`config.mk`:
```
export PLATFORM = sky130hd
export DESIGN_NAME = base64_stream_decoder
export DESIGN_NICKNAME = d
export VERILOG_FILES = /design/src/design/b64d_pkg.sv /design/src/design/base64_stream_decoder.sv /design/src/design/b64d_front.sv /design/src/design/b64d_fifo.sv /design/src/design/b64d_back.sv
export SDC_FILE = /design/constraint.sdc
export NUM_CORES = 1
export LEC_CHECK = 0
export ABC_AREA = 1
export BUFFER_PORTS_ARGS = -buffer_cell sky130_fd_sc_hd__buf_2
export CAP_MARGIN = 30
export CORE_ASPECT_RATIO = 0.7
export CORE_MARGIN = 10
export CORE_UTILIZATION = 56
export CTS_CLUSTER_DIAMETER = 100
export DETAILED_ROUTE_END_ITERATION = 6
export PLACE_DENSITY = 0.69
export SLEW_MARGIN = 20
export SYNTH_ARGS = -nofsm -noshare
export SYNTH_HDL_FRONTEND = slang
export SYNTH_HIERARCHICAL = 1
export SYNTH_SLANG_ARGS = --single-unit
export TNS_END_PERCENT = 100
```
`constraint.sdc`:
```
create_clock -name aclk -period 4.5 [get_ports aclk]
set_input_delay 0.9 -clock aclk [delete_from_list [all_inputs] [get_ports aclk]]
set_output_delay 0.9 -clock aclk [all_outputs]
set_load 0.005 [all_outputs]
```
`src/design/b64d_pkg.sv`:
```
`timescale 1ns / 1ps

package b64d_pkg;

    // Depth of the job queue between the character front end and the result back end.
    localparam int DEFAULT_FIFO_DEPTH = 4;

    // Width of the tdata field on the result channel: out_byte and decode_status,
    // padded to whole bytes.
    localparam int M_TDATA_W = 16;
    localparam int S_TDATA_W = 8;

    typedef enum logic [1:0] {
        STATUS_OK         = 2'd0,
        STATUS_BAD_CHAR   = 2'd1,
        STATUS_BAD_LENGTH = 2'd2
    } status_t;

    // One unit of work handed from the front end to the back end: up to three
    // decoded bytes of a completed group and, at message end, a status result.
    typedef struct packed {
        logic [2:0][7:0] bytes;
        logic [2:0]      byte_mask;
        logic            has_status;
        status_t         status;
    } job_t;

endpackage

```
`src/design/base64_stream_decoder.sv`:
```
`timescale 1ns / 1ps
// Path: the first result caused by a character is registered in the job queue, then in the
// back end's job register, and then in the output register before it is presented on the
// master side. Further results of the same character follow one a cycle while the master side accepts them.
// Throughput: one character per cycle while the job queue has room; the back end delivers
// one result per cycle while the master side accepts, and a group of four characters yields at most four results.
// Reset: aresetn is synchronous and active low; it empties the queue and clears all message state.

module base64_stream_decoder #(
    parameter int FIFO_DEPTH = b64d_pkg::DEFAULT_FIFO_DEPTH
) (
    input  logic                             aclk,
    input  logic                             aresetn,
    // Character channel.
    input  logic                             s_tvalid,
    output logic                             s_tready,
    input  logic [b64d_pkg::S_TDATA_W-1:0]   s_tdata,   // [7:0] char_code
    input  logic                             s_tlast,   // end_of_message
    // Result channel.
    output logic                             m_tvalid,
    input  logic                             m_tready,
    output logic [b64d_pkg::M_TDATA_W-1:0]   m_tdata,   // [7:0] out_byte, [9:8] decode_status,
                                                        // [15:10] zero
    output logic                             m_tuser,   // byte_valid
    output logic                             m_tlast    // last_result
);
    import b64d_pkg::*;

    // The front end classifies each character, keeps the partial group and the sticky
    // error flag, and turns a completed group or a message end into one job. The job
    // queue decouples it from the back end, which spreads a job over up to four
    // result transfers. A group whose bytes are all suppressed and that does not end
    // the message creates no job at all.
    job_t push_job;
    job_t head_job;
    logic push;
    logic pop;
    logic queue_full;
    logic queue_empty;

    b64d_front u_front (
        .aclk       (aclk),
        .aresetn    (aresetn),
        .in_valid   (s_tvalid),
        .in_char    (s_tdata),
        .in_last    (s_tlast),
        .queue_full (queue_full),
        .in_ready   (s_tready),
        .push       (push),
        .push_job   (push_job)
    );

    b64d_fifo #(
        .DEPTH (FIFO_DEPTH)
    ) u_fifo (
        .aclk     (aclk),
        .aresetn  (aresetn),
        .push     (push),
        .push_job (push_job),
        .pop      (pop),
        .head_job (head_job),
        .full     (queue_full),
        .empty    (queue_empty)
    );

    // The back end registers every result, so the master side never depends
    // combinationally on m_tready.
    b64d_back u_back (
        .aclk        (aclk),
        .aresetn     (aresetn),
        .head_job    (head_job),
        .queue_empty (queue_empty),
        .pop         (pop),
        .out_valid   (m_tvalid),
        .out_ready   (m_tready),
        .out_data    (m_tdata),
        .out_user    (m_tuser),
        .out_last    (m_tlast)
    );

endmodule

```
`src/design/b64d_front.sv`:
```
`timescale 1ns / 1ps

module b64d_front (
    input  logic              aclk,
    input  logic              aresetn,
    input  logic              in_valid,
    input  logic [7:0]        in_char,
    input  logic              in_last,
    input  logic              queue_full,
    output logic              in_ready,
    output logic              push,
    output b64d_pkg::job_t    push_job
);
    import b64d_pkg::*;

    localparam logic [7:0] CHAR_LF  = 8'h0A;
    localparam logic [7:0] CHAR_CR  = 8'h0D;
    localparam logic [7:0] CHAR_SP  = 8'h20;
    localparam logic [7:0] CHAR_TAB = 8'h09;
    localparam logic [7:0] CHAR_PAD = 8'h3D;
    localparam logic [7:0] CHAR_PLUS  = 8'h2B;
    localparam logic [7:0] CHAR_SLASH = 8'h2F;
    localparam logic [5:0] SEXTET_PLUS  = 6'd62;
    localparam logic [5:0] SEXTET_SLASH = 6'd63;
    localparam logic [5:0] LOWER_BASE   = 6'd26;
    localparam logic [5:0] DIGIT_BASE   = 6'd52;

    // Bit 6 of a slot flags padding or any other character outside the alphabet, bits 5..0 hold the sextet.
    logic [6:0] slot_reg [0:2];
    logic [1:0] slot_count_reg;
    logic [1:0] slot_count_next;
    logic       error_reg;
    logic       error_next;

    logic       accept;
    logic       skip;
    logic       known;
    logic [5:0] sextet;
    logic [6:0] new_slot;
    logic       group_done;
    logic       d0, d1, d2, d3;

    assign in_ready = !queue_full;
    assign accept   = in_valid && in_ready;

    always_comb begin
        skip = (in_char == CHAR_LF) || (in_char == CHAR_CR) ||
               (in_char == CHAR_SP) || (in_char == CHAR_TAB);
        known  = 1'b1;
        sextet = 6'd0;
        if (in_char >= 8'h41 && in_char <= 8'h5A) begin
            sextet = 6'(in_char - 8'h41);
        end else if (in_char >= 8'h61 && in_char <= 8'h7A) begin
            sextet = 6'(in_char - 8'h61) + LOWER_BASE;
        end else if (in_char >= 8'h30 && in_char <= 8'h39) begin
            sextet = 6'(in_char - 8'h30) + DIGIT_BASE;
        end else if (in_char == CHAR_PLUS) begin
            sextet = SEXTET_PLUS;
        end else if (in_char == CHAR_SLASH) begin
            sextet = SEXTET_SLASH;
        end else begin
            known = 1'b0;
        end

        if (known) begin
            new_slot = {1'b0, sextet};
        end else begin
            new_slot = 7'h40;
        end

        error_next      = error_reg || (!skip && !known && in_char != CHAR_PAD);
        group_done      = !skip && (slot_count_reg == 2'd3);
        slot_count_next = skip ? slot_count_reg : slot_count_reg + 2'd1;

        d0 = !slot_reg[0][6];
        d1 = !slot_reg[1][6];
        d2 = !slot_reg[2][6];
        d3 = !new_slot[6];

        push_job.bytes[0] = {slot_reg[0][5:0], slot_reg[1][5:4]};
        push_job.bytes[1] = {slot_reg[1][3:0], slot_reg[2][5:2]};
        push_job.bytes[2] = {slot_reg[2][1:0], new_slot[5:0]};
        push_job.byte_mask = {d2 && d3, d1 && d2, d0 && d1} &
                             {3{group_done && !error_next}};
        push_job.has_status = in_last;
        if (slot_count_next != 2'd0) begin
            push_job.status = STATUS_BAD_LENGTH;
        end else if (error_next) begin
            push_job.status = STATUS_BAD_CHAR;
        end else begin
            push_job.status = STATUS_OK;
        end

        push = accept && ((|push_job.byte_mask) || in_last);
    end

    always_ff @(posedge aclk) begin
        if (!aresetn) begin
            slot_count_reg <= 2'd0;
            error_reg      <= 1'b0;
        end else if (accept) begin
            if (in_last) begin
                slot_count_reg <= 2'd0;
                error_reg      <= 1'b0;
            end else begin
                slot_count_reg <= slot_count_next;
                error_reg      <= error_next;
            end
        end
    end

    always_ff @(posedge aclk) begin
        if (accept && !skip && slot_count_reg != 2'd3) begin
            slot_reg[slot_count_reg] <= new_slot;
        end
    end

endmodule

```
`src/design/b64d_fifo.sv`:
```
`timescale 1ns / 1ps

module b64d_fifo #(
    parameter int DEPTH = b64d_pkg::DEFAULT_FIFO_DEPTH
) (
    input  logic              aclk,
    input  logic              aresetn,
    input  logic              push,
    input  b64d_pkg::job_t    push_job,
    input  logic              pop,
    output b64d_pkg::job_t    head_job,
    output logic              full,
    output logic              empty
);
    import b64d_pkg::*;

    localparam int PTR_W = (DEPTH > 1) ? $clog2(DEPTH) : 1;
    localparam int CNT_W = $clog2(DEPTH + 1);

    job_t             entry_mem [0:DEPTH-1];
    logic [PTR_W-1:0] wr_ptr_reg;
    logic [PTR_W-1:0] rd_ptr_reg;
    logic [CNT_W-1:0] count_reg;
    logic             do_push;
    logic             do_pop;

    assign full     = (count_reg == CNT_W'(DEPTH));
    assign empty    = (count_reg == '0);
    assign do_push  = push && !full;
    assign do_pop   = pop && !empty;
    assign head_job = entry_mem[rd_ptr_reg];

    always_ff @(posedge aclk) begin
        if (do_push) begin
            entry_mem[wr_ptr_reg] <= push_job;
        end
    end

    always_ff @(posedge aclk) begin
        if (!aresetn) begin
            wr_ptr_reg <= '0;
            rd_ptr_reg <= '0;
            count_reg  <= '0;
        end else begin
            if (do_push) begin
                wr_ptr_reg <= (wr_ptr_reg == PTR_W'(DEPTH - 1)) ? '0 : wr_ptr_reg + 1'b1;
            end
            if (do_pop) begin
                rd_ptr_reg <= (rd_ptr_reg == PTR_W'(DEPTH - 1)) ? '0 : rd_ptr_reg + 1'b1;
            end
            if (do_push && !do_pop) begin
                count_reg <= count_reg + 1'b1;
            end else if (do_pop && !do_push) begin
                count_reg <= count_reg - 1'b1;
            end
        end
    end

endmodule

```
`src/design/b64d_back.sv`:
```
`timescale 1ns / 1ps

module b64d_back (
    input  logic                              aclk,
    input  logic                              aresetn,
    input  b64d_pkg::job_t                    head_job,
    input  logic                              queue_empty,
    output logic                              pop,
    output logic                              out_valid,
    input  logic                              out_ready,
    output logic [b64d_pkg::M_TDATA_W-1:0]    out_data,
    output logic                              out_user,
    output logic                              out_last
);
    import b64d_pkg::*;

    logic                 job_valid_reg;
    logic                 job_valid_next;
    job_t                 job_reg;
    job_t                 job_next;
    job_t                 job_after;
    logic                 out_valid_reg;
    logic [M_TDATA_W-1:0] out_data_reg;
    logic [M_TDATA_W-1:0] item_data;
    logic                 out_user_reg;
    logic                 out_last_reg;
    logic                 item_is_byte;
    logic                 out_free;
    logic                 emit;
    logic                 job_done;

    assign out_free = !out_valid_reg || out_ready;
    assign emit     = job_valid_reg && out_free;

    always_comb begin
        job_after    = job_reg;
        item_is_byte = 1'b1;
        item_data    = '0;
        if (job_reg.byte_mask[0]) begin
            item_data[7:0]         = job_reg.bytes[0];
            job_after.byte_mask[0] = 1'b0;
        end else if (job_reg.byte_mask[1]) begin
            item_data[7:0]         = job_reg.bytes[1];
            job_after.byte_mask[1] = 1'b0;
        end else if (job_reg.byte_mask[2]) begin
            item_data[7:0]         = job_reg.bytes[2];
            job_after.byte_mask[2] = 1'b0;
        end else begin
            item_is_byte         = 1'b0;
            item_data[9:8]       = job_reg.status;
            job_after.has_status = 1'b0;
        end

        job_done = emit && (job_after.byte_mask == 3'b000) && !job_after.has_status;
        pop      = !queue_empty && (!job_valid_reg || job_done);

        if (pop) begin
            job_valid_next = 1'b1;
            job_next       = head_job;
        end else if (emit) begin
            job_valid_next = !job_done;
            job_next       = job_after;
        end else begin
            job_valid_next = job_valid_reg;
            job_next       = job_reg;
        end
    end

    always_ff @(posedge aclk) begin
        if (!aresetn) begin
            job_valid_reg <= 1'b0;
            out_valid_reg <= 1'b0;
        end else begin
            job_valid_reg <= job_valid_next;
            if (emit) begin
                out_valid_reg <= 1'b1;
            end else if (out_ready) begin
                out_valid_reg <= 1'b0;
            end
        end
    end

    always_ff @(posedge aclk) begin
        job_reg <= job_next;
        if (emit) begin
            out_data_reg <= item_data;
            out_user_reg <= item_is_byte;
            out_last_reg <= !item_is_byte;
        end
    end

    assign out_valid = out_valid_reg;
    assign out_data  = out_data_reg;
    assign out_user  = out_user_reg;
    assign out_last  = out_last_reg;

endmodule

```
After elaboration in Yosys (flattened, before gate mapping)
Memory sizes are Yosys's and may differ from the RTL's. A register that Yosys moved wholly into a read port is not among the register bits. Cells that the tools add are included.

Shift operators: 0. Reduce and logical (&&, ||, !) cells: 53. Bitwise gates (word level): 1. Div/mod/pow operators: 0. $add $sub $neg: 10. Order comparisons: 6. Equality and inequality tests: 12. Multiply operators: 0. Multiplexer cells: 43.

Operators with widths (count): $mux W6 (6); $mux W30 (1); $eq A8 B4 Y1 const B (3); $eq A8 B6 Y1 const B (3); $mux W8 (3); $logic_and A1 B1 Y1 (22); $mux W1 (22); $ge A8 B7 Y1 const B (2); $le A8 B7 Y1 const B (2); $logic_not A1 Y1 (16); $mux W2 (8); $sub A6 B6 Y6 const B (2); $ge A8 B6 Y1 const B (1); $le A8 B6 Y1 const B (1); $ne A8 B6 Y1 const B (1); $reduce_bool A2 Y1 (4); $logic_or A1 B1 Y1 (7); $mux W7 (1); $add A2 B1 Y2 const B (3); $add A6 B5 Y6 const B (1); $add A6 B6 Y6 const B (1); $eq A2 B2 Y1 const B (3); $logic_not A3 Y1 (2); $mux W3 (2); other kinds (7) (8).

Input bits: 13. Latch bits: 0. Memory bits (read-only): 0. RAM bits: 141. Register bits: 54. Word-level logic and storage cells: 144. Memories kept: 2.

Memories: u_fifo.entry_mem (words 4, bits a word 30, rd ports 1, clocked after memory_dff 1, wr ports 1, line b64d_fifo.sv:20) `job_t entry_mem [0:DEPTH-1];`; u_front.slot_reg (words 3, bits a word 7, rd ports 3, clocked after memory_dff 0, wr ports 1, line b64d_front.sv:29) `logic [6:0] slot_reg [0:2];`.

Depth between registers and ports, before layout
Gate-level depths: netlist of the first run.

Depth after elaboration: 21. Mapped depth: 25.

Modules after synthesis
The synthesis of the first run kept the hierarchy.

By module, submodules not included: b64d_fifo (cells an instance 363, seq. area each 3783.6 um^2, instances 1, area each 4997.3 um^2); b64d_back (cells an instance 174, seq. area each 1301.2 um^2, instances 1, area each 1966.9 um^2); b64d_front (cells an instance 226, seq. area each 690.7 um^2, instances 1, area each 1869.3 um^2).

Worst setup path before layout of the first run
Ideal clock, no wire load.

Kind: in2reg. From: input port s_tdata[0] (netlist bit). To: memory u_fifo/entry_mem[0][0] (netlist bit) (enable). Path slack: 0.404 ns. Stages on the path: 16. Data required time: 4.083 ns. Arrival: 3.679 ns. Library setup time: 0.417 ns. Buffers on the path: 1. Cells stage by stage: inv_1 -> ha_1 -> inv_1 -> nand2_1 -> nand2_1 -> nand3_1 -> nand3_2 -> nand2_2 -> buf_6 -> nand2_4 -> nand2_2 -> a21oi_2 -> nor2_1 -> nor2_1 -> nand2_1 -> nor2_1.

Cells in the longest elaborated chain, start to end: 19. Elaborated cells between the ends (all ways): 42. Classes of those cells: order compare: 6; eq/ne: 7; mux: 8; bitwise: 1; reduce/logical: 20.

Ends and longest elaborated chain: start: declaration (line base64_stream_decoder.sv:17) `input logic [b64d_pkg::S_TDATA_W-1:0] s_tdata,`; branches (longest 12 deep; another with $ge A8 B6 Y1); $and A3 B3 Y3 * (line b64d_front.sv:83) `push_job.byte_mask = {d2 && d3, d1 && d2, d0 && d1} &`; $reduce_or A3 Y1 * (line b64d_front.sv:94) `push = accept && ((|push_job.byte_mask) || in_last);`; $logic_or A1 B1 Y1 * (line b64d_front.sv:94); $logic_and A1 B1 Y1 * (line b64d_front.sv:94); via push (line base64_stream_decoder.sv:36) `logic push;`; $logic_and A1 B1 Y1 * (line b64d_fifo.sv:29) `assign do_push = push && !full;`; $mux W1 * (line b64d_fifo.sv:34) `if (do_push) begin`; $mux W1 (implied by the code) * (line b64d_fifo.sv:35) `entry_mem[wr_ptr_reg] <= push_job;`; end: declaration (line b64d_fifo.sv:20).

Mark *: on every way through the listed nets, which the timed path passes.

Final worst setup path of the first run
From: input port s_tdata[0] (netlist bit). To: register u_fifo.count_reg[2].

Cells in the longest elaborated chain, start to end: 20. Elaborated cells between the ends (all ways): 45. Classes of those cells: order compare: 6; eq/ne: 7; mux: 7; bitwise: 1; reduce/logical: 24.

Ends and longest elaborated chain: branches (longest 12 deep; another with $ge A8 B6 Y1); $and A3 B3 Y3 * (line b64d_front.sv:83); $reduce_or A3 Y1 * (line b64d_front.sv:94); $logic_or A1 B1 Y1 * (line b64d_front.sv:94); $logic_and A1 B1 Y1 * (line b64d_front.sv:94); via push (line base64_stream_decoder.sv:36); $logic_and A1 B1 Y1 * (line b64d_fifo.sv:29); via u_fifo.do_push (line b64d_fifo.sv:24) `logic do_push;`; $logic_not A1 Y1 (line b64d_fifo.sv:53) `end else if (do_pop && !do_push) begin`; $logic_and A1 B1 Y1 (line b64d_fifo.sv:53); $reduce_bool A2 Y1 (no line); end signal: assignment (line b64d_fifo.sv:52) `count_reg <= count_reg + 1'b1;`; end signal: assignment (line b64d_fifo.sv:54) `count_reg <= count_reg - 1'b1;`; end: declaration (line b64d_fifo.sv:23) `logic [CNT_W-1:0] count_reg;`.

Marks and branches as above. A chain may end at the register's enable or synchronous reset.

==> flow_summary.json, run 1 <==
{
  "largest_register_ffs": 120,
  "grt_pass1_vias": 5030,
  "h-tree-depth": 4,
  "hpwl_um": 10560,
  "numCtsBuffers": 17,
  "num-fill-cells": 1193,
  "cts.clk_slew.worst_paths_ns": 0.06,
  "path_max_fanout": 11,
  "r2r-start": "u_back/job_reg[3]",
  "num_rows": 38,
  "status": "finished, final reports clean",
  "syn_to_final_growth_pct": 6.445,
  "vias_per_cell": 5.373,
  "cp_data_required_time_ns": 4.83,
  "synthCells": 763,
  "fin_crit_sh_pct": 81.20,
  "drc": 0,
  "cpMostUsedCell": "inv_1",
  "yosysTopAreaCellShare_pct": 62.21,
  "p_leak_nw": 3.618,
  "drive_gt1_share_pct": 14.80,
  "routed_wl_um": 16070,
  "cp_slowest_stage_delay_ns": 0.38,
  "crit_buf_inv": 7,
  "drv_cap": 0,
  "utilization_pct": 60.66,
  "fin_worst_hold_slack_ns": 0.4821,
  "endpoint_kind": "flop",
  "cp-startpoint": "s_tdata[0]",
  "total_power_w": 0.005621,
  "via_count": 5249,
  "track_usage_pct": 15.58,
  "path_delay_family": "simple AND/OR/NAND/NOR gates",
  "post_cts_buffers": 0,
  "finalMaxSlewViolations": 0,
  "clock-root-buffer": "clkbuf_16",
  "hold_class": "reg -> reg",
  "synth_area_sq_mm": 0.008833,
  "drt_first_pass_iters": 5,
  "coreArea_sq_mm": 0.01550,
  "nets": 797,
  "dieArea_sq_mm": 0.02128,
  "cts_resized": 0,
  "max_slew_margin_pct": 34.64,
  "worstSetupStartpointType": "primary input",
  "die_h_um": 125.1,
  "clock-sinks": 197,
  "tightest_slew_ns": 0.9767,
  "worstSetupPathType": "in -> reg",
  "clk_path_buf_depth": 2,
  "grt_pass1_wl_um": 25730,
  "synth.distinct_cells": 39,
  "powerDensity_mw_per_mm2": 597.8,
  "port_buffers": 26,
  "setup_viol": 0,
  "synth_top_cell_by_area": "edfxtp_1",
  "min-delay-start": "u_back/out_valid",
  "wl_per_cell_um": 16.45,
  "initial_core_util_pct": 56.99,
  "final-hold-violation-count": 0,
  "drt_iter0_drc": 406,
  "overflow": 0,
  "synth.most_common_cell": "edfxtp_1",
  "synthTopCellsByArea": "edfxtp_1 (62%), nor2_1 (5.1%), inv_1 (3.8%)",
  "insertion_delay_ns": 0.43,
  "layout_min_cycle_time_ns": 3.654,
  "ios": 33,
  "cts_tree": "done",
  "grt_max_degree": 61,
  "synthArstFlopShare_pct": 0,
  "ys_top_cells_by_count": "edfxtp_1 (183), nor2_1 (121), inv_1 (89)",
  "fmax_mhz": 273.7,
  "syn_avg_cell_area_sq_um": 11.58,
  "arrival_ns": 3.98,
  "gp_routability_congestion": 0.9158,
  "diodes": 0,
  "setup_tns_ns": 0,
  "seq_area_frac_synth_pct": 65.38,
  "slowest_stage": "fa_1",
  "ys_warn_count": 6,
  "synth_seq_cells": 197,
  "die_w_um": 170.1,
  "antenna_found_initial": 0,
  "rsz0062_at_grt": "false",
  "fin_skew_ns": 0.009843,
  "irDropWorstVdd_uv": 412.7,
  "antenna_left": 0,
  "synth_top_flop_cell": "edfxtp_1",
  "hold_buffers": 0,
  "synth_edf_count": 183
}
## worst min-delay path, cell delays in order, from the launching register on
cell     delay (ns)
dfxtp_1        0.30
nand2_1        0.07
a21oi_1        0.06
## final cells by class
cell class	instances	area (sq um)	share of cell area (%)
Sequential cell	197	5777	61.44
Multi-Input combinational cell	420	2263	24.07
Clock buffer	18	429.2	4.564
Inverter	94	360.3	3.832
Tap cell	200	250.2	2.661
Timing Repair Buffer	34	197.7	2.102
Clock inverter	14	125.1	1.331
## placed cells by master, fill, tap and decap left out, drive strengths merged
cell,synthesis,final
edfxtp,183,183
nor2,138,138
inv,94,98
o21ai,86,86
nand2,77,77
buf,56,34
o22ai,30,30
nand3,20,20
ha,19,19
clkbuf,1,18
dfxtp,14,14
a21oi,13,13
a22oi,8,8
clkinv,0,7
conb,1,6
nand4,6,6
xor2,4,4
nor3,3,3
clkinvlp,0,2
o211ai,2,2
o31ai,2,2
or2,2,2
bufinv,0,1
nand3b,1,1
fa,1,1
o311ai,1,1
a31oi,1,1
## stage by stage
| stage | setup slack [ns] | area (sq um) | instances |
|---|---|---|---|
| 2_1_floorplan | 0.4040 | 8852 | 768 |
| 3_3_place_gp | 0.6033 | 8833 | 944 |
| 3_5_place_dp | 0.4289 | 8848 | 945 |
| 4_1_cts | 0.8912 | 9403 | 977 |
| 5_1_grt | 0.6090 | 9403 | 977 |
| 6_report | 0.8462 | 9403 | 977 |
## cell families after synthesis
kind of cell / after synthesis / share of synthesized area [%]
AND/OR/NAND/NOR: 247 / 12.93
flip-flops: 197 / 65.38
buffers and inverters: 151 / 9.320
AO/OA/AOI/OAI: 143 / 9.009
adder cells (fa/ha/maj): 20 / 2.918
XOR/XNOR: 4 / 0.3966
other: 1 / 0.04245
## routing by layer
layer	track usage (%)	vias up	share of wire [%]
met5	0	-	0
li1	-	2579	-
met3	3.930	28	7.0
met2	23.24	185	45
met1	21.23	2457	46
met4	6.687	0	2.1
## report_power, final
group	total, W	internal (W)	leakage (nW)	switching [W]
logic	0.00154	0.000468	1.54	0.00107
clock network	0.00141	0.000766	0.269	0.000643
registers	0.00268	0.00249	1.81	0.000192
total	0.00562	0.00372	3.62	0.00190
## path summary, 6_finish.rpt
kind | slack [ns] | endpoint | depth (start not counted)
worst max-delay path | 0.85 | u_fifo/count_reg[2] | 25
worst min-delay path | 0.48 | u_back/out_valid | 2
worst max register to register | 1.58 | u_fifo/count_reg[2] | 17
worst min register to register | 0.48 | u_back/out_valid | 2
Note: power is estimated with default switching activity, not from simulation.
==> inputs of run 2 (changes only) <==
==> constraint.sdc (replaced) <==
create_clock -name aclk -period 3.6 [get_ports aclk]
set_input_delay 0.72 -clock aclk [delete_from_list [all_inputs] [get_ports aclk]]
set_output_delay 0.72 -clock aclk [all_outputs]
set_load 0.005 [all_outputs]
==> flow_summary.json, run 2 (synthesis results as in run 1) <==
{
  "final_cell_mix": "edfxtp_1 (183), nor2_1 (117), inv_1 (89), nand2_1 (63), o21ai_0 (54)",
  "diodes": 0,
  "nets": 805,
  "p_comb_share_pct": 28.5,
  "wl_met1_um": 7584,
  "overflow": 0,
  "wl_per_cell_um": 16.45,
  "ios": 33,
  "wl_met2_um": 7526,
  "grt_max_degree": 61,
  "arrival_ns": 3.61,
  "coreArea_sq_mm": 0.01550,
  "insertion_delay_ns": 0.43,
  "antenna_found_initial": 0,
  "wl_met3_um": 802,
  "clkPwrFrac_pct": 23.7,
  "die_h_um": 125.1,
  "hold_class": "reg -> reg",
  "rsz0062_at_grt": "false",
  "initial_core_util_pct": 56.99,
  "die_w_um": 170.1,
  "finalMaxSlewViolations": 0,
  "cts.clk_slew.worst_paths_ns": 0.07,
  "layout_min_cycle_time_ns": 3.281,
  "p_leak_nw": 3.647,
  "numCtsBuffers": 17,
  "dieArea_sq_mm": 0.02128,
  "hold_depth": 2,
  "cts_resized": 0,
  "p_switching_w": 0.002345,
  "drc": 0,
  "worst_slack_ns": 0.3189,
  "gp_routability_congestion": 0.9395,
  "final-hold-violation-count": 0,
  "intPower_w": 0.004626,
  "worstSetupPathType": "in -> reg",
  "antenna_left": 0,
  "fin_worst_hold_slack_ns": 0.4836,
  "num_rows": 38,
  "min-delay-start": "u_back/out_valid",
  "clock-sinks": 197,
  "cts_tree": "done",
  "final_common_cell": "edfxtp_1",
  "tightest_slew_ns": 0.6630,
  "routed_wl_um": 16210,
  "cp_data_required_time_ns": 3.93,
  "vias_per_cell": 5.365,
  "post_cts_buffers": 0,
  "drt_iter0_drc": 504,
  "track_usage_pct": 15.54,
  "hold_buffers": 0,
  "drv_cap": 0,
  "drt_first_pass_iters": 5,
  "clock-root-buffer": "clkbuf_16",
  "port_buffers": 26,
  "sw_frac_of_total_pct": 33.64,
  "endpoint_kind": "flop",
  "irDropWorstVdd_uv": 359.1,
  "fmax_mhz": 304.8,
  "status": "finished, final reports clean",
  "drive_gt1_share_pct": 15.29,
  "timing.rr.end": "u_fifo/count_reg[1]",
  "fin_skew_ns": 0.008328,
  "min_to": "u_back/out_valid",
  "highest_layer": "met4",
  "syn_to_final_growth_pct": 7.238,
  "grt_pass1_wl_um": 26270,
  "regToRegSetupSlack_ns": 0.99,
  "clk_path_buf_depth": 2,
  "worstSetupStartpointType": "primary input",
  "hpwl_um": 10610,
  "dp_slack_ns": -0.09422,
  "via_count": 5285,
  "power_frac_seq_pct": 47.8,
  "powerDensity_mw_per_mm2": 735.9,
  "h-tree-depth": 4,
  "setup_viol": 0,
  "path_max_fanout": 7,
  "grt_pass1_vias": 5213,
  "num-fill-cells": 1179,
  "fin_crit_sh_pct": 91.14,
  "r2r_cells": 13,
  "largest_register_ffs": 120,
  "r2r-start": "u_back/job_reg[3]",
  "max_slew_margin_pct": 55.80
}
[run 2: how the worst max path moves through the flow]
stage	startpoint	end	depth (start not counted)
floorplan	s_tdata[0]	u_fifo/entry_mem[0][0]	16
detailed placement	s_tdata[3]	u_fifo/count_reg[2]	24
global placement	s_tdata[0]	u_fifo/count_reg[2]	25
global route	s_tdata[3]	u_fifo/count_reg[2]	24
finish	s_tdata[2]	u_fifo/count_reg[2]	25
CTS	s_tdata[3]	u_fifo/count_reg[2]	24
[run 2: final cells by class]
cell class | count | area [sq um] | share of cell area [%]
clock inverter | 9 | 56.30 | 0.5944
tap | 200 | 250.2 | 2.642
timing repair buffer | 42 | 307.8 | 3.249
multi-input combinational | 420 | 2263 | 23.89
inverter | 94 | 360.3 | 3.804
clock buffer | 23 | 457.9 | 4.834
sequential | 197 | 5777 | 60.98
[run 2: per-stage QoR]
stage / instances / TNS, ns / instance area [sq um] / power (W) / utilization [%]
6_report: 985 / 0 / 9473 / 0.006971 / 61.12
5_1_grt: 985 / 0 / 9473 / 0.007388 / 61.12
4_1_cts: 985 / 0 / 9473 / 0.007024 / 61.12
3_5_place_dp: 953 / -0.1530 / 8959 / 0.005373 / 57.80
3_3_place_gp: 952 / 0 / 8944 / 0.005278 / 57.70
2_1_floorplan: 768 / -37.92 / 8852 / 0.004918 / -
[run 2: routing by layer]
metal,vias up,track usage [%]
met2,145,23.91
met4,0,6.224
met5,-,0
li1,2592,-
met1,2524,20.84
met3,24,3.710
[run 2: power groups by stage]
| stage | Sequential [W] | Combinational (W) | Clock (W) |
|---|---|---|---|
| after CTS | 0.00333 | 0.00200 | 0.00169 |
| after detailed placement | 0.00338 | 0.00199 | 0 |
| final | 0.00333 | 0.00199 | 0.00165 |
| after global routing | 0.00338 | 0.00223 | 0.00177 |
| after floorplan | 0.00327 | 0.00165 | 0 |
| after global placement | 0.00337 | 0.00191 | 0 |
[run 2: worst max-delay path: stages]
cell and delay (ns):
buf_2 0.17, inv_2 0.10, ha_1 0.27, nand2_1 0.11, nand2_1 0.08, nand2_1 0.07, nor2_1 0.07, nor2_4 0.20
nor2_4 0.07, nand3_4 0.07, nand3_2 0.09, a21oi_2 0.11, nor2_1 0.05, nor2_1 0.27, nand2_1 0.12, inv_1 0.07
ha_1 0.16, inv_1 0.07, fa_1 0.39, inv_1 0.07, nand2_1 0.06, nand3_1 0.07, nand2_1 0.05, inv_1 0.06
nor2_1 0.04
==> inputs of run 3 (changes only) <==
==> constraint.sdc (replaced) <==
create_clock -name aclk -period 3.7 [get_ports aclk]
set_input_delay 0.74 -clock aclk [delete_from_list [all_inputs] [get_ports aclk]]
set_output_delay 0.74 -clock aclk [all_outputs]
set_load 0.005 [all_outputs]
==> flow_summary.json, run 3 (synthesis results as in run 1) <==
{
  "die_w_um": 170.1,
  "p_leak_nw": 3.686,
  "grt_max_degree": 61,
  "drc": 0,
  "setup_viol": 0,
  "nets": 804,
  "fin_crit_sh_pct": 90.52,
  "max_slew_margin_pct": 61.50,
  "track_usage_pct": 15.80,
  "clk_path_buf_depth": 2,
  "hold_class": "reg -> reg",
  "vias_per_cell": 5.358,
  "largest_register_ffs": 120,
  "initial_core_util_pct": 56.99,
  "syn_to_final_growth_pct": 8.329,
  "gp_routability_congestion": 0.9214,
  "finalMaxSlewViolations": 0,
  "r2r-start": "u_back/job_reg[3]",
  "grt_pass1_vias": 5204,
  "irDropWorstVdd_uv": 378.6,
  "clock-root-buffer": "clkbuf_16",
  "drt_first_pass_iters": 5,
  "wl_per_cell_um": 16.70,
  "hold_buffers": 0,
  "drive_gt1_share_pct": 15.43,
  "num-fill-cells": 1201,
  "fin_skew_ns": 0.009093,
  "ios": 33,
  "routed_wl_um": 16440,
  "min-delay-start": "u_back/out_valid",
  "regToRegSetupSlack_ns": 0.78,
  "via_count": 5272,
  "powerDensity_mw_per_mm2": 739.7,
  "fin_worst_hold_slack_ns": 0.4835,
  "overflow": 0,
  "numCtsBuffers": 17,
  "place_area_sq_mm": 0.008944,
  "arrival_ns": 3.66,
  "dp_slack_ns": -0.006465,
  "grt_pass1_wl_um": 26500,
  "hold_depth": 2,
  "min_to": "u_back/out_valid",
  "insertion_delay_ns": 0.43,
  "tightest_slew_ns": 0.5776,
  "worstSetupStartpointType": "primary input",
  "drv_cap": 0,
  "slowest_stage": "fa_1",
  "cts.clk_slew.worst_paths_ns": 0.07,
  "status": "finished, final reports clean",
  "fmax_mhz": 298.6,
  "cts_resized": 0,
  "port_buffers": 26,
  "post_cts_buffers": 0,
  "rsz0062_at_grt": "false",
  "endpoint_kind": "flop",
  "cp_slowest_stage_delay_ns": 0.41,
  "fin_area_sq_mm": 0.009569,
  "timing.rr.end": "u_fifo/count_reg[1]",
  "dieArea_sq_mm": 0.02128,
  "worstSetupPathType": "in -> reg",
  "path_max_fanout": 7,
  "coreArea_sq_mm": 0.01550,
  "cts_tree": "done",
  "die_h_um": 125.1,
  "r2r_cells": 13,
  "h-tree-depth": 4,
  "utilization_pct": 61.74,
  "num_rows": 38,
  "diodes": 0,
  "drt_iter0_drc": 502,
  "hpwl_um": 10760,
  "worst_slack_ns": 0.3508,
  "antenna_left": 0,
  "layout_min_cycle_time_ns": 3.349,
  "cp_data_required_time_ns": 4.01,
  "final-hold-violation-count": 0,
  "final_cell_mix": "edfxtp_1 (183), nor2_1 (117), inv_1 (89), nand2_1 (63), o21ai_0 (54)",
  "path_cells": "buf_2, inv_1, ha_1, inv_1, nand2_1, nand2_1, nand2_1, nand2_2, nand2_2, nor2_4, nand3_4, nand3_2, a21oi_2, nor2_1, nor2_1, nand2_1, inv_1, ha_1, inv_1, fa_1, o21ai_0, nor2_1",
  "antenna_found_initial": 0,
  "final_common_cell": "edfxtp_1",
  "clock-sinks": 197
}
## run 3: power by group
group	switching (W)	leakage (nW)	internal, W
clock	0.000778	0.295	0.00114
combinational	0.00132	1.58	0.000592
sequential	0.000228	1.81	0.00302
total	0.00232	3.69	0.00476
## run 3: per-layer routing
metal	track usage (%)	part of all wire (%)	routed length [um]
met1	20.64	45	7460
met2	24.86	47	7671
met3	4.338	6.0	986
met4	5.607	1.9	317
met5	0	0	0
## run 3: how the worst max path moves through the flow
stage                from                endpoint  slack, ns  cells past startpoint
6_report       s_tdata[0]     u_fifo/count_reg[1]       0.35                     22
3_3_place_gp   s_tdata[0]     u_fifo/count_reg[2]       0.18                     25
3_5_place_dp   s_tdata[0]     u_fifo/count_reg[2]     -0.006                     24
2_1_floorplan  s_tdata[0]  u_fifo/entry_mem[0][0]      -0.24                     16
4_1_cts        s_tdata[2]     u_fifo/count_reg[1]       0.42                     21
5_1_grt        s_tdata[0]     u_fifo/count_reg[2]       0.08                     24
## run 3: per-stage QoR
step	cells	TNS [ns]	total power, W
finish	984	0	0.007078
floorplan	768	-28.32	0.004785
CTS	984	0	0.007136
detailed placement	952	-0.006465	0.005201
global route	984	0	0.007507
global placement	952	0	0.005128
## run 3: layout make-up
class / instances / area (sq um) / area share (%)
Inverter: 94 / 360.3 / 3.766
Timing Repair Buffer: 41 / 292.8 / 3.060
Clock buffer: 19 / 432.9 / 4.524
Sequential cell: 197 / 5777 / 60.37
Tap cell: 200 / 250.2 / 2.615
Clock inverter: 13 / 192.7 / 2.014
Multi-Input combinational cell: 420 / 2263 / 23.65
## run 3: critical path, delay by kind of cell
kind / cells / cell delay (ns)
simple gates: 12 / 1.24
fa+ha+maj: 3 / 0.81
compound gates: 2 / 0.33
buf+inv: 5 / 0.52
